==> config.mk <==
export PLATFORM = sky130hd
export DESIGN_NAME = decaying_sine_voice_synth
export DESIGN_NICKNAME = d
export VERILOG_FILES = /design/src/rtl/core/dsvs_pkg.sv /design/src/rtl/core/decaying_sine_voice_synth.sv /design/src/rtl/core/dsvs_mul.sv /design/src/rtl/core/dsvs_core.sv
export SDC_FILE = /design/constraint.sdc
export NUM_CORES = 2
export LEC_CHECK = 0
export BUFFER_PORTS_ARGS = -buffer_cell sky130_fd_sc_hd__buf_2
export CAP_MARGIN = 25
export CORE_MARGIN = 2
export CORE_UTILIZATION = 64
export DETAILED_ROUTE_END_ITERATION = 16
export PLACE_DENSITY = 0.77
export RECOVER_POWER = 25
export SLEW_MARGIN = 15
export SYNTH_ARGS = -nofsm -noshare
export SYNTH_HDL_FRONTEND = slang
export SYNTH_SLANG_ARGS = --single-unit
==> constraint.sdc <==
create_clock -name i_clk -period 11.6 [get_ports i_clk]
set_input_delay 1.74 -clock i_clk [delete_from_list [all_inputs] [get_ports i_clk]]
set_output_delay 1.74 -clock i_clk [all_outputs]
set_load 0.01 [all_outputs]
==> src/rtl/core/dsvs_pkg.sv <==
// ----------------------------------------------------------------------------
// dsvs_pkg
// Shared types and constants of the decaying sine voice synthesizer.
// ----------------------------------------------------------------------------
package dsvs_pkg;

    // default parameter values
    localparam int VOICES_DEF       = 14;
    localparam int PHASE_BITS_DEF   = 24;
    localparam int SINE_ENTRIES_DEF = 1024;

    // fixed field widths
    localparam int VOL_W    = 28;
    localparam int DECAY_W  = 16;
    localparam int KEY_W    = 8;
    localparam int VIDX_W   = 4;
    localparam int STEP_W   = 24;
    localparam int SAMPLE_W = 32;
    localparam int OP_W     = 2;
    localparam int CFG_IDX_W = 2;

    // shared multiplier operand widths
    localparam int MUL_A_W = 28;
    localparam int MUL_B_W = 16;

    // opcodes
    localparam logic [OP_W-1:0] OP_STRIKE = 2'd0;
    localparam logic [OP_W-1:0] OP_TICK   = 2'd1;
    localparam logic [OP_W-1:0] OP_LOAD   = 2'd2;

    // configuration register indexes
    localparam logic [CFG_IDX_W-1:0] CFG_DECAY  = 2'd0;
    localparam logic [CFG_IDX_W-1:0] CFG_FLOOR  = 2'd1;
    localparam logic [CFG_IDX_W-1:0] CFG_STRIKE = 2'd2;

    // configuration reset values
    localparam logic [DECAY_W-1:0] DECAY_RST  = 16'd65503;
    localparam logic [VOL_W-1:0]   FLOOR_RST  = 28'h09D89D8;
    localparam logic [VOL_W-1:0]   STRIKE_RST = 28'h9D89D89;

    // key code map
    localparam logic [KEY_W-1:0] KEY_LO_A   = 8'd3;
    localparam logic [KEY_W-1:0] KEY_HI_A   = 8'd8;
    localparam logic [KEY_W-1:0] KEY_SKIP   = 8'd5;
    localparam logic [KEY_W-1:0] KEY_LO_B   = 8'd16;
    localparam logic [KEY_W-1:0] KEY_HI_B   = 8'd23;
    localparam logic [KEY_W-1:0] KEY_OFS_B  = 8'd10;

    // sine polynomial, Q14 argument
    localparam logic [15:0] Q_ONE    = 16'd16384;
    localparam logic [15:0] POLY_C0  = 16'd153;
    localparam logic [15:0] POLY_C1  = 16'd2611;
    localparam logic [15:0] POLY_C2  = 16'd21167;
    localparam logic [15:0] POLY_C3  = 16'd51472;
    localparam logic [15:0] SINE_MAX = 16'd32767;

    typedef struct packed {
        logic              valid;
        logic [OP_W-1:0]   op;
        logic [KEY_W-1:0]  key;
        logic [VIDX_W-1:0] vidx;
        logic [STEP_W-1:0] step;
    } t_cmd;

    typedef struct packed {
        logic [DECAY_W-1:0] decay;
        logic [VOL_W-1:0]   floor_lvl;
        logic [VOL_W-1:0]   strike;
    } t_cfg;

    typedef struct packed {
        logic                busy;
        logic                smp_valid;
        logic [SAMPLE_W-1:0] sample;
    } t_stat;

endpackage

==> src/rtl/core/decaying_sine_voice_synth.sv <==
// ----------------------------------------------------------------------------
// decaying_sine_voice_synth
// Additive sine synthesizer with per-voice exponential decay.
//
// channel   dir  handshake                    payload
// s_axis    in   s_axis_tvalid/tready         tdata: key, voice, step; tuser: opcode
// m_axis    out  m_axis_tvalid/tready         tdata: mixed sample
// cfg       in   i_cfg_we                     i_cfg_idx, i_cfg_data
//
// Strike and load words are applied on accept, without leaving idle. A tick
// runs eight steps per voice, seven of them on one 28x16 multiplier, then
// a done state hands off the sample.
// Reset is synchronous; volumes, phases and steps clear at once.
// A finished sample waits in the output register; the next tick may run
// while it waits and then holds in its last state until the register frees.
// ----------------------------------------------------------------------------
module decaying_sine_voice_synth #(
    parameter int VOICES       = dsvs_pkg::VOICES_DEF,
    parameter int PHASE_BITS   = dsvs_pkg::PHASE_BITS_DEF,
    parameter int SINE_ENTRIES = dsvs_pkg::SINE_ENTRIES_DEF
) (
    input  logic        i_clk,
    input  logic        i_rst_n,
    input  logic        i_cfg_we,
    input  logic [1:0]  i_cfg_idx,
    input  logic [27:0] i_cfg_data,
    input  logic        s_axis_tvalid,
    output logic        s_axis_tready,
    input  logic [39:0] s_axis_tdata,   // key_code[7:0], voice_index[11:8], phase_step[35:12]
    input  logic [1:0]  s_axis_tuser,   // opcode[1:0]
    output logic        m_axis_tvalid,
    input  logic        m_axis_tready,
    output logic [31:0] m_axis_tdata    // sample_value[31:0]
);

    logic [dsvs_pkg::DECAY_W-1:0] r_decay;
    logic [dsvs_pkg::VOL_W-1:0]   r_floor;
    logic [dsvs_pkg::VOL_W-1:0]   r_strike;
    logic                         r_ov;
    logic [31:0]                  r_odata;

    dsvs_pkg::t_cmd  cmd;
    dsvs_pkg::t_cfg  cfg;
    dsvs_pkg::t_stat stat;
    logic            smp_ready;

    always_ff @(posedge i_clk) begin
        if (!i_rst_n) begin
            r_decay  <= dsvs_pkg::DECAY_RST;
            r_floor  <= dsvs_pkg::FLOOR_RST;
            r_strike <= dsvs_pkg::STRIKE_RST;
        end else if (i_cfg_we) begin
            case (i_cfg_idx)
                dsvs_pkg::CFG_DECAY:  r_decay  <= i_cfg_data[15:0];
                dsvs_pkg::CFG_FLOOR:  r_floor  <= i_cfg_data;
                dsvs_pkg::CFG_STRIKE: r_strike <= i_cfg_data;
                default: begin
                end
            endcase
        end
    end

    assign cfg.decay     = r_decay;
    assign cfg.floor_lvl = r_floor;
    assign cfg.strike    = r_strike;

    assign s_axis_tready = !stat.busy;
    assign cmd.valid     = s_axis_tvalid && !stat.busy;
    assign cmd.op        = s_axis_tuser;
    assign cmd.key       = s_axis_tdata[7:0];
    assign cmd.vidx      = s_axis_tdata[11:8];
    assign cmd.step      = s_axis_tdata[35:12];

    assign smp_ready = !r_ov || m_axis_tready;

    dsvs_core #(
        .VOICES       (VOICES),
        .PHASE_BITS   (PHASE_BITS),
        .SINE_ENTRIES (SINE_ENTRIES)
    ) u_core (
        .i_clk       (i_clk),
        .i_rst_n     (i_rst_n),
        .i_cmd       (cmd),
        .i_cfg       (cfg),
        .i_smp_ready (smp_ready),
        .o_stat      (stat)
    );

    // output word register
    always_ff @(posedge i_clk) begin
        if (!i_rst_n) begin
            r_ov <= 1'b0;
        end else if (stat.smp_valid && smp_ready) begin
            r_ov <= 1'b1;
        end else if (m_axis_tready) begin
            r_ov <= 1'b0;
        end
    end

    always_ff @(posedge i_clk) begin
        if (stat.smp_valid && smp_ready) begin
            r_odata <= stat.sample;
        end
    end

    assign m_axis_tvalid = r_ov;
    assign m_axis_tdata  = r_odata;

endmodule

==> src/rtl/core/dsvs_mul.sv <==
// ----------------------------------------------------------------------------
// dsvs_mul
// Shared unsigned multiplier with registered product.
// ----------------------------------------------------------------------------
module dsvs_mul #(
    parameter int A_W = dsvs_pkg::MUL_A_W,
    parameter int B_W = dsvs_pkg::MUL_B_W
) (
    input  logic             i_clk,
    input  logic [A_W-1:0]   i_a,
    input  logic [B_W-1:0]   i_b,
    output logic [A_W+B_W-1:0] o_prod
);

    logic [A_W+B_W-1:0] r_prod;
    logic [A_W+B_W-1:0] n_prod;

    assign n_prod = (A_W+B_W)'(i_a) * (A_W+B_W)'(i_b);

    always_ff @(posedge i_clk) begin
        r_prod <= n_prod;
    end

    assign o_prod = r_prod;

endmodule

==> src/rtl/core/dsvs_core.sv <==
// ----------------------------------------------------------------------------
// dsvs_core
// Voice state and sequencer: walks the voices through the shared multiplier,
// eight passes per voice (sine polynomial, level, decay, writeback).
// ----------------------------------------------------------------------------
module dsvs_core #(
    parameter int VOICES       = dsvs_pkg::VOICES_DEF,
    parameter int PHASE_BITS   = dsvs_pkg::PHASE_BITS_DEF,
    parameter int SINE_ENTRIES = dsvs_pkg::SINE_ENTRIES_DEF
) (
    input  logic            i_clk,
    input  logic            i_rst_n,
    input  dsvs_pkg::t_cmd  i_cmd,
    input  dsvs_pkg::t_cfg  i_cfg,
    input  logic            i_smp_ready,
    output dsvs_pkg::t_stat o_stat
);

    localparam int VI_W  = $clog2(VOICES);
    localparam int LOG2E = $clog2(SINE_ENTRIES);
    localparam int ACC_W = dsvs_pkg::VOL_W + $clog2(VOICES) + 1;
    localparam int VW    = dsvs_pkg::VOL_W;
    localparam int PW    = dsvs_pkg::MUL_A_W + dsvs_pkg::MUL_B_W;
    localparam logic [VI_W-1:0] LAST_V = VI_W'(VOICES - 1);

    localparam logic [1:0] ST_IDLE = 2'd0;
    localparam logic [1:0] ST_RUN  = 2'd1;
    localparam logic [1:0] ST_DONE = 2'd2;

    localparam logic [2:0] STP_SQ    = 3'd0;
    localparam logic [2:0] STP_P1    = 3'd1;
    localparam logic [2:0] STP_P2    = 3'd2;
    localparam logic [2:0] STP_P3    = 3'd3;
    localparam logic [2:0] STP_SX    = 3'd4;
    localparam logic [2:0] STP_LVL   = 3'd5;
    localparam logic [2:0] STP_DECAY = 3'd6;
    localparam logic [2:0] STP_WB    = 3'd7;

    logic [VW-1:0]         r_vol [VOICES];
    logic [PHASE_BITS-1:0] r_ph  [VOICES];
    logic [PHASE_BITS-1:0] r_st  [VOICES];

    logic [1:0]              r_state;
    logic [2:0]              r_stp;
    logic [VI_W-1:0]         r_vc;
    logic signed [ACC_W-1:0] r_acc;
    logic [14:0]             r_x;
    logic [14:0]             r_x2;
    logic                    r_neg;

    logic [VW-1:0]         cur_vol;
    logic [PHASE_BITS-1:0] cur_ph;
    logic [PHASE_BITS-1:0] cur_st;
    logic [LOG2E-1:0]      k;
    logic [15:0]           t;
    logic [14:0]           x;
    logic [PW-1:0]         prod;
    logic [15:0]           q14;
    logic [14:0]           s;
    logic [VW-1:0]         term;
    logic signed [ACC_W-1:0] term_s;
    logic [VW-1:0]         nv;
    logic [dsvs_pkg::MUL_A_W-1:0] mul_a;
    logic [dsvs_pkg::MUL_B_W-1:0] mul_b;

    logic [dsvs_pkg::KEY_W-1:0] key_v;
    logic                       key_hit;
    logic                       load_hit;
    logic signed [63:0]         acc64;
    logic [dsvs_pkg::SAMPLE_W-1:0] sat;

    assign cur_vol = r_vol[r_vc];
    assign cur_ph  = r_ph[r_vc];
    assign cur_st  = r_st[r_vc];

    // table index, then Q16 turn
    assign k = cur_ph[PHASE_BITS-1 -: LOG2E];
    assign t = {k, (16-LOG2E)'(0)};
    assign x = t[14] ? 15'(dsvs_pkg::Q_ONE - {2'b00, t[13:0]}) : {1'b0, t[13:0]};

    assign q14    = prod[29:14];
    assign s      = (q14 > dsvs_pkg::SINE_MAX) ? dsvs_pkg::SINE_MAX[14:0] : q14[14:0];
    assign term   = prod[42:15];
    assign term_s = $signed(ACC_W'(term));
    assign nv     = prod[43:16];

    always_comb begin
        mul_a = '0;
        mul_b = '0;
        case (r_stp)
            STP_SQ: begin
                mul_a = dsvs_pkg::MUL_A_W'(x);
                mul_b = dsvs_pkg::MUL_B_W'(x);
            end
            STP_P1: begin
                mul_a = dsvs_pkg::MUL_A_W'(dsvs_pkg::POLY_C0);
                mul_b = dsvs_pkg::MUL_B_W'(q14[14:0]);
            end
            STP_P2: begin
                mul_a = dsvs_pkg::MUL_A_W'(dsvs_pkg::POLY_C1 - q14);
                mul_b = dsvs_pkg::MUL_B_W'(r_x2);
            end
            STP_P3: begin
                mul_a = dsvs_pkg::MUL_A_W'(dsvs_pkg::POLY_C2 - q14);
                mul_b = dsvs_pkg::MUL_B_W'(r_x2);
            end
            STP_SX: begin
                mul_a = dsvs_pkg::MUL_A_W'(dsvs_pkg::POLY_C3 - q14);
                mul_b = dsvs_pkg::MUL_B_W'(r_x);
            end
            STP_LVL: begin
                mul_a = dsvs_pkg::MUL_A_W'(cur_vol);
                mul_b = dsvs_pkg::MUL_B_W'(s);
            end
            STP_DECAY: begin
                mul_a = dsvs_pkg::MUL_A_W'(cur_vol);
                mul_b = dsvs_pkg::MUL_B_W'(i_cfg.decay);
            end
            default: begin
                mul_a = '0;
                mul_b = '0;
            end
        endcase
    end

    dsvs_mul #(
        .A_W (dsvs_pkg::MUL_A_W),
        .B_W (dsvs_pkg::MUL_B_W)
    ) u_mul (
        .i_clk  (i_clk),
        .i_a    (mul_a),
        .i_b    (mul_b),
        .o_prod (prod)
    );

    // key code to voice
    always_comb begin
        key_v   = '0;
        key_hit = 1'b0;
        if (i_cmd.key >= dsvs_pkg::KEY_LO_A && i_cmd.key <= dsvs_pkg::KEY_HI_A &&
            i_cmd.key != dsvs_pkg::KEY_SKIP) begin
            key_v   = i_cmd.key - dsvs_pkg::KEY_LO_A;
            key_hit = 1'b1;
        end else if (i_cmd.key >= dsvs_pkg::KEY_LO_B && i_cmd.key <= dsvs_pkg::KEY_HI_B) begin
            key_v   = i_cmd.key - dsvs_pkg::KEY_OFS_B;
            key_hit = 1'b1;
        end
        key_hit = key_hit && (32'(key_v) < VOICES);
    end

    assign load_hit = 32'(i_cmd.vidx) < VOICES;

    always_ff @(posedge i_clk) begin
        if (!i_rst_n) begin
            r_state <= ST_IDLE;
            r_stp   <= STP_SQ;
            r_vc    <= '0;
            for (int i = 0; i < VOICES; i++) begin
                r_vol[i] <= '0;
                r_ph[i]  <= '0;
                r_st[i]  <= '0;
            end
        end else begin
            case (r_state)
                ST_IDLE: begin
                    if (i_cmd.valid) begin
                        case (i_cmd.op)
                            dsvs_pkg::OP_STRIKE: begin
                                if (key_hit) begin
                                    r_vol[VI_W'(key_v)] <= i_cfg.strike;
                                end
                            end
                            dsvs_pkg::OP_LOAD: begin
                                if (load_hit) begin
                                    r_st[VI_W'(i_cmd.vidx)] <= PHASE_BITS'(i_cmd.step);
                                end
                            end
                            dsvs_pkg::OP_TICK: begin
                                r_state <= ST_RUN;
                                r_stp   <= STP_SQ;
                                r_vc    <= '0;
                            end
                            default: begin
                            end
                        endcase
                    end
                end
                ST_RUN: begin
                    r_stp <= r_stp + 3'd1;
                    if (r_stp == STP_WB) begin
                        r_vol[r_vc] <= (nv < i_cfg.floor_lvl) ? '0 : nv;
                        r_ph[r_vc]  <= cur_ph + cur_st;
                        if (r_vc == LAST_V) begin
                            r_state <= ST_DONE;
                        end else begin
                            r_vc <= r_vc + 1'b1;
                        end
                    end
                end
                ST_DONE: begin
                    if (i_smp_ready) begin
                        r_state <= ST_IDLE;
                    end
                end
                default: begin
                    r_state <= ST_IDLE;
                end
            endcase
        end
    end

    // datapath scratch registers
    always_ff @(posedge i_clk) begin
        if (r_state == ST_IDLE) begin
            r_acc <= '0;
        end else if (r_state == ST_RUN) begin
            case (r_stp)
                STP_SQ: begin
                    r_x   <= x;
                    r_neg <= t[15];
                end
                STP_P1: begin
                    r_x2 <= q14[14:0];
                end
                STP_DECAY: begin
                    r_acc <= r_neg ? (r_acc - term_s) : (r_acc + term_s);
                end
                default: begin
                end
            endcase
        end
    end

    assign acc64 = 64'(r_acc);
    always_comb begin
        if (acc64 > 64'sh7FFFFFFF) begin
            sat = 32'h7FFFFFFF;
        end else if (acc64 < -64'sh80000000) begin
            sat = 32'h80000000;
        end else begin
            sat = acc64[31:0];
        end
    end

    assign o_stat.busy      = (r_state != ST_IDLE);
    assign o_stat.smp_valid = (r_state == ST_DONE);
    assign o_stat.sample    = sat;

    a_cmd_idle: assert property (@(posedge i_clk) disable iff (!i_rst_n)
        i_cmd.valid |-> r_state == ST_IDLE)
        else $error("command while sequencer busy");

    a_last_done: assert property (@(posedge i_clk) disable iff (!i_rst_n)
        (r_state == ST_RUN && r_stp == STP_WB && r_vc == LAST_V) |=> r_state == ST_DONE)
        else $error("last voice did not finish the sample");

    a_done_hold: assert property (@(posedge i_clk) disable iff (!i_rst_n)
        (r_state == ST_DONE && !i_smp_ready) |=> (r_state == ST_DONE && $stable(r_acc)))
        else $error("sample lost while output stalled");

    a_vc_range: assert property (@(posedge i_clk) disable iff (!i_rst_n)
        r_state == ST_RUN |-> 32'(r_vc) < VOICES)
        else $error("voice counter out of range");

endmodule
==> impl_metrics.ini <==
[critical_path]
critPathKind = reg -> reg
r2r_slack_ns = 1.06
critPathCapture = u_core.u_mul.o_prod[39]
cpPeakStageDelay_ns = 0.91
crit_path_start_kind = flop
crit_path_end_kind = flop
slowest_stage = dfxtp_4
reg2reg_depth = 29
critPathMostFrequentCell = fa_1
path_max_fanout = 40
worstPathRequired_ns = 12.25
worstReg2RegEnd = u_core.u_mul.o_prod[39]
worstPathArrival_ns = 11.19

[cts]
cts_root_buffer = clkbuf_16
cts_tree = yes
clock-sinks = 1422
clockBufferDepth = 3
post-cts-setup-buffers = 0
clkLatencyLatePin_ns = 0.80
cts_hold_buf = 0
cts_resized = 0
cts_buffers = 146
htreeDepth = 4
clk_pin_slew_ns = 0.06

[timing]
hold_viol = 0
setup-tns-final_ns = 0
fmax_mhz = 94.85
final.min_clock_period_ns = 10.54
finalCritPeriodShare_pct = 90.89
whs_ns = 0.4655
slew_viol_final = 480
skew_ns = 0.06299
rsz0062_at_grt = no
worst_slack_ns = 1.057
setup_viol = 0
worstMarginPinSlew_ns = 2.840
relSlewSlack_pct = -89.32

[grt]
grt_pass1_vias = 53040
grt_pass1_wl_um = 325900
overflow = 0
grt_util_all_layers_pct = 34.66
grt_antenna_before_repair = 31
grt_max_degree = 90

[power_and_ir_drop]
netSwitchingFraction_pct = 29.15
ir_drop_mv = 0.3708
p_int_mw = 9.265
pwr-share-seq_pct = 45.4
power_density_nw_per_um2 = 150.7
comb_power_share_pct = 19.3
leakage_nw = 32.75
p_clk_share_pct = 35.3
power.switching_mw = 3.812

[drt]
viasPerCell = 6.456
drc = 0
routedWlPerCell_um = 26.30
wirelength_um = 215800
ant_nets = 0
num_vias = 52970
first_pass_iters = 8
drt_iter0_markers = 7169

[floorplan]
die-area_um2 = 126800
start_util_pct = 64.35
core_um2 = 123300
rows = 129
io_pins = 111
die_height_um = 356.1
die_x_um = 356.1

[final_layout]
final_nets = 7099
final_util_pct = 70.35
design_area_um2 = 86750
areaGrowthSynthToFinish_pct = 9.330
drive_gt1_share_pct = 13.26

[placed_design]
hpwl_um = 139900
gp_congestion = 0.9727
port_buffers = 106
place_ws_ns = 1.284
dpl-instance-area_um2 = 82200

[outcome]
violations = max-capacitance violations, max-slew violations
status = complete, but fails checks

[yosys]
yosysSeqAreaShare_pct = 51.93
ys_types = 81
yosysWarnings = 0
synthCells = 6397
synth-seq-cells = 1422
syn_area_um2 = 79350
syn_avg_cell_area_um2 = 12.40
async_flop_share_pct = 0
synth_edf_count = 1273
synth-main-ff-cell = edfxtp_1

[worst_hold_path]
holdCritPathClass = reg -> reg

[job]
cap_violations = 19
kinds of logic after synthesis:
| family | count (synthesis) | synth area share [%] |
|---|---|---|
| compound gates | 548 | 4.436 |
| xor+xnor | 128 | 1.413 |
| fa+ha+maj | 581 | 12.60 |
| buf+inv | 982 | 4.835 |
| flops | 1422 | 51.93 |
| mux | 421 | 11.09 |
| other cells | 1 | 0.004726 |
| simple gates | 2314 | 13.69 |
sequential cells by signal (all words and copies together) (netlist names), named ones only:
register             cells
m_axis_tdata            32
m_axis_tvalid            1
r_decay                 16
r_floor                 28
r_strike                28
u_core.r_acc            33
u_core.r_neg             1
u_core.r_ph            384
u_core.r_st            384
u_core.r_state           2
u_core.r_stp             3
u_core.r_vc              4
u_core.r_vol           448
u_core.r_x               9
u_core.r_x2             15
u_core.u_mul.o_prod     30
synthesized netlist by cell type, types with 24 or more instances:
cell type	count	area share, %
a21boi_0	37	0.35
a21o_1	52	0.49
a21oi_1	140	0.88
and2_1	421	3.3
and3_1	35	0.28
buf_2	45	0.28
clkbuf_1	388	1.8
dfxtp_1	149	3.8
edfxtp_1	1273	48
fa_1	363	9.2
ha_1	218	3.4
inv_1	505	2.4
mux2i_1	51	0.64
mux4_2	366	10
nand2_1	670	3.2
nand2b_1	28	0.22
nand3_1	78	0.49
nor2_1	552	2.6
nor2b_1	32	0.25
nor3_1	425	2.7
o211ai_1	24	0.23
o21ai_0	124	0.78
xnor2_1	100	1.1
xor2_1	28	0.31
power by group through the flow:
stage	clock network, mW	registers, mW	logic [mW]
6_report	4.61	5.94	2.52
5_1_grt	4.84	5.95	2.77
4_1_cts	4.64	5.93	2.51
3_5_place_dp	0	6.03	2.49
3_3_place_gp	0	6.02	2.42
2_1_floorplan	0	5.95	1.75
worst max-delay path, delay by kind of cell (launching register included):
family / cells / cell delay [ns]
simple gates: 7 / 1.75
flops: 1 / 0.91
mux: 2 / 1.24
xor+xnor: 2 / 0.27
buf+inv: 6 / 0.95
fa+ha+maj: 7 / 3.53
compound gates: 5 / 1.77
layout make-up:
| cell class | count | area, um^2 |
|---|---|---|
| antenna | 9 | 22.52 |
| timing repair buffer | 318 | 2029 |
| tap | 1637 | 2048 |
| clock inverter | 77 | 769.5 |
| multi-input combinational | 4040 | 34800 |
| clock buffer | 189 | 3928 |
| sequential | 1422 | 41230 |
| inverter | 513 | 1926 |
| fill | 8343 | 36560 |
worst min-delay path by stage:
stage	startpoint	to	slack, ns	depth (start not counted)
after floorplan	u_core.u_mul.o_prod[25]	u_core.r_x2[11]	0.43	0
after global placement	r_strike[11]	r_strike[11]	0.45	2
after detailed placement	r_decay[3]	r_decay[3]	0.46	2
after CTS	r_floor[13]	r_floor[13]	0.47	2
after global routing	r_strike[22]	r_strike[22]	0.49	2
final	r_strike[6]	r_strike[6]	0.47	2
placed cells by master (no fill, tap or decap), types with 18 or more instances in the layout:
cell type,instances
edfxtp_1,1273
nand2_1,665
nor2_1,548
inv_1,505
nor3_1,425
mux4_2,366
fa_1,363
and2_1,283
ha_1,218
buf_4,172
clkbuf_16,148
dfxtp_1,144
a21oi_1,140
and2_0,139
clkbuf_1,121
o21ai_0,109
xnor2_1,97
nand3_1,78
a21o_1,52
mux2i_1,51
buf_2,48
conb_1,48
a21boi_0,37
and3_1,34
nor2b_1,32
clkinv_1,31
nand2b_1,26
xor2_1,25
o211ai_1,24
a31oi_1,23
clkinv_2,19
a22oi_1,18
per-stage QoR:
stage	std cells	power (mW)
finish	8205	13.08
global route	8202	13.56
CTS	8185	13.08
detailed placement	7919	8.523
global placement	7900	8.434
floorplan	6444	7.697
per-layer routing:
metal  up-vias  track usage [%]  part of all wire (%)
met5         -                0                  0.11
met1     26420            46.70                    36
met2      3295            54.52                    47
li1      22600                -                     -
met3       621            8.876                    12
met4        38            14.06                   4.4
Note: power is estimated with default switching activity, not from simulation.
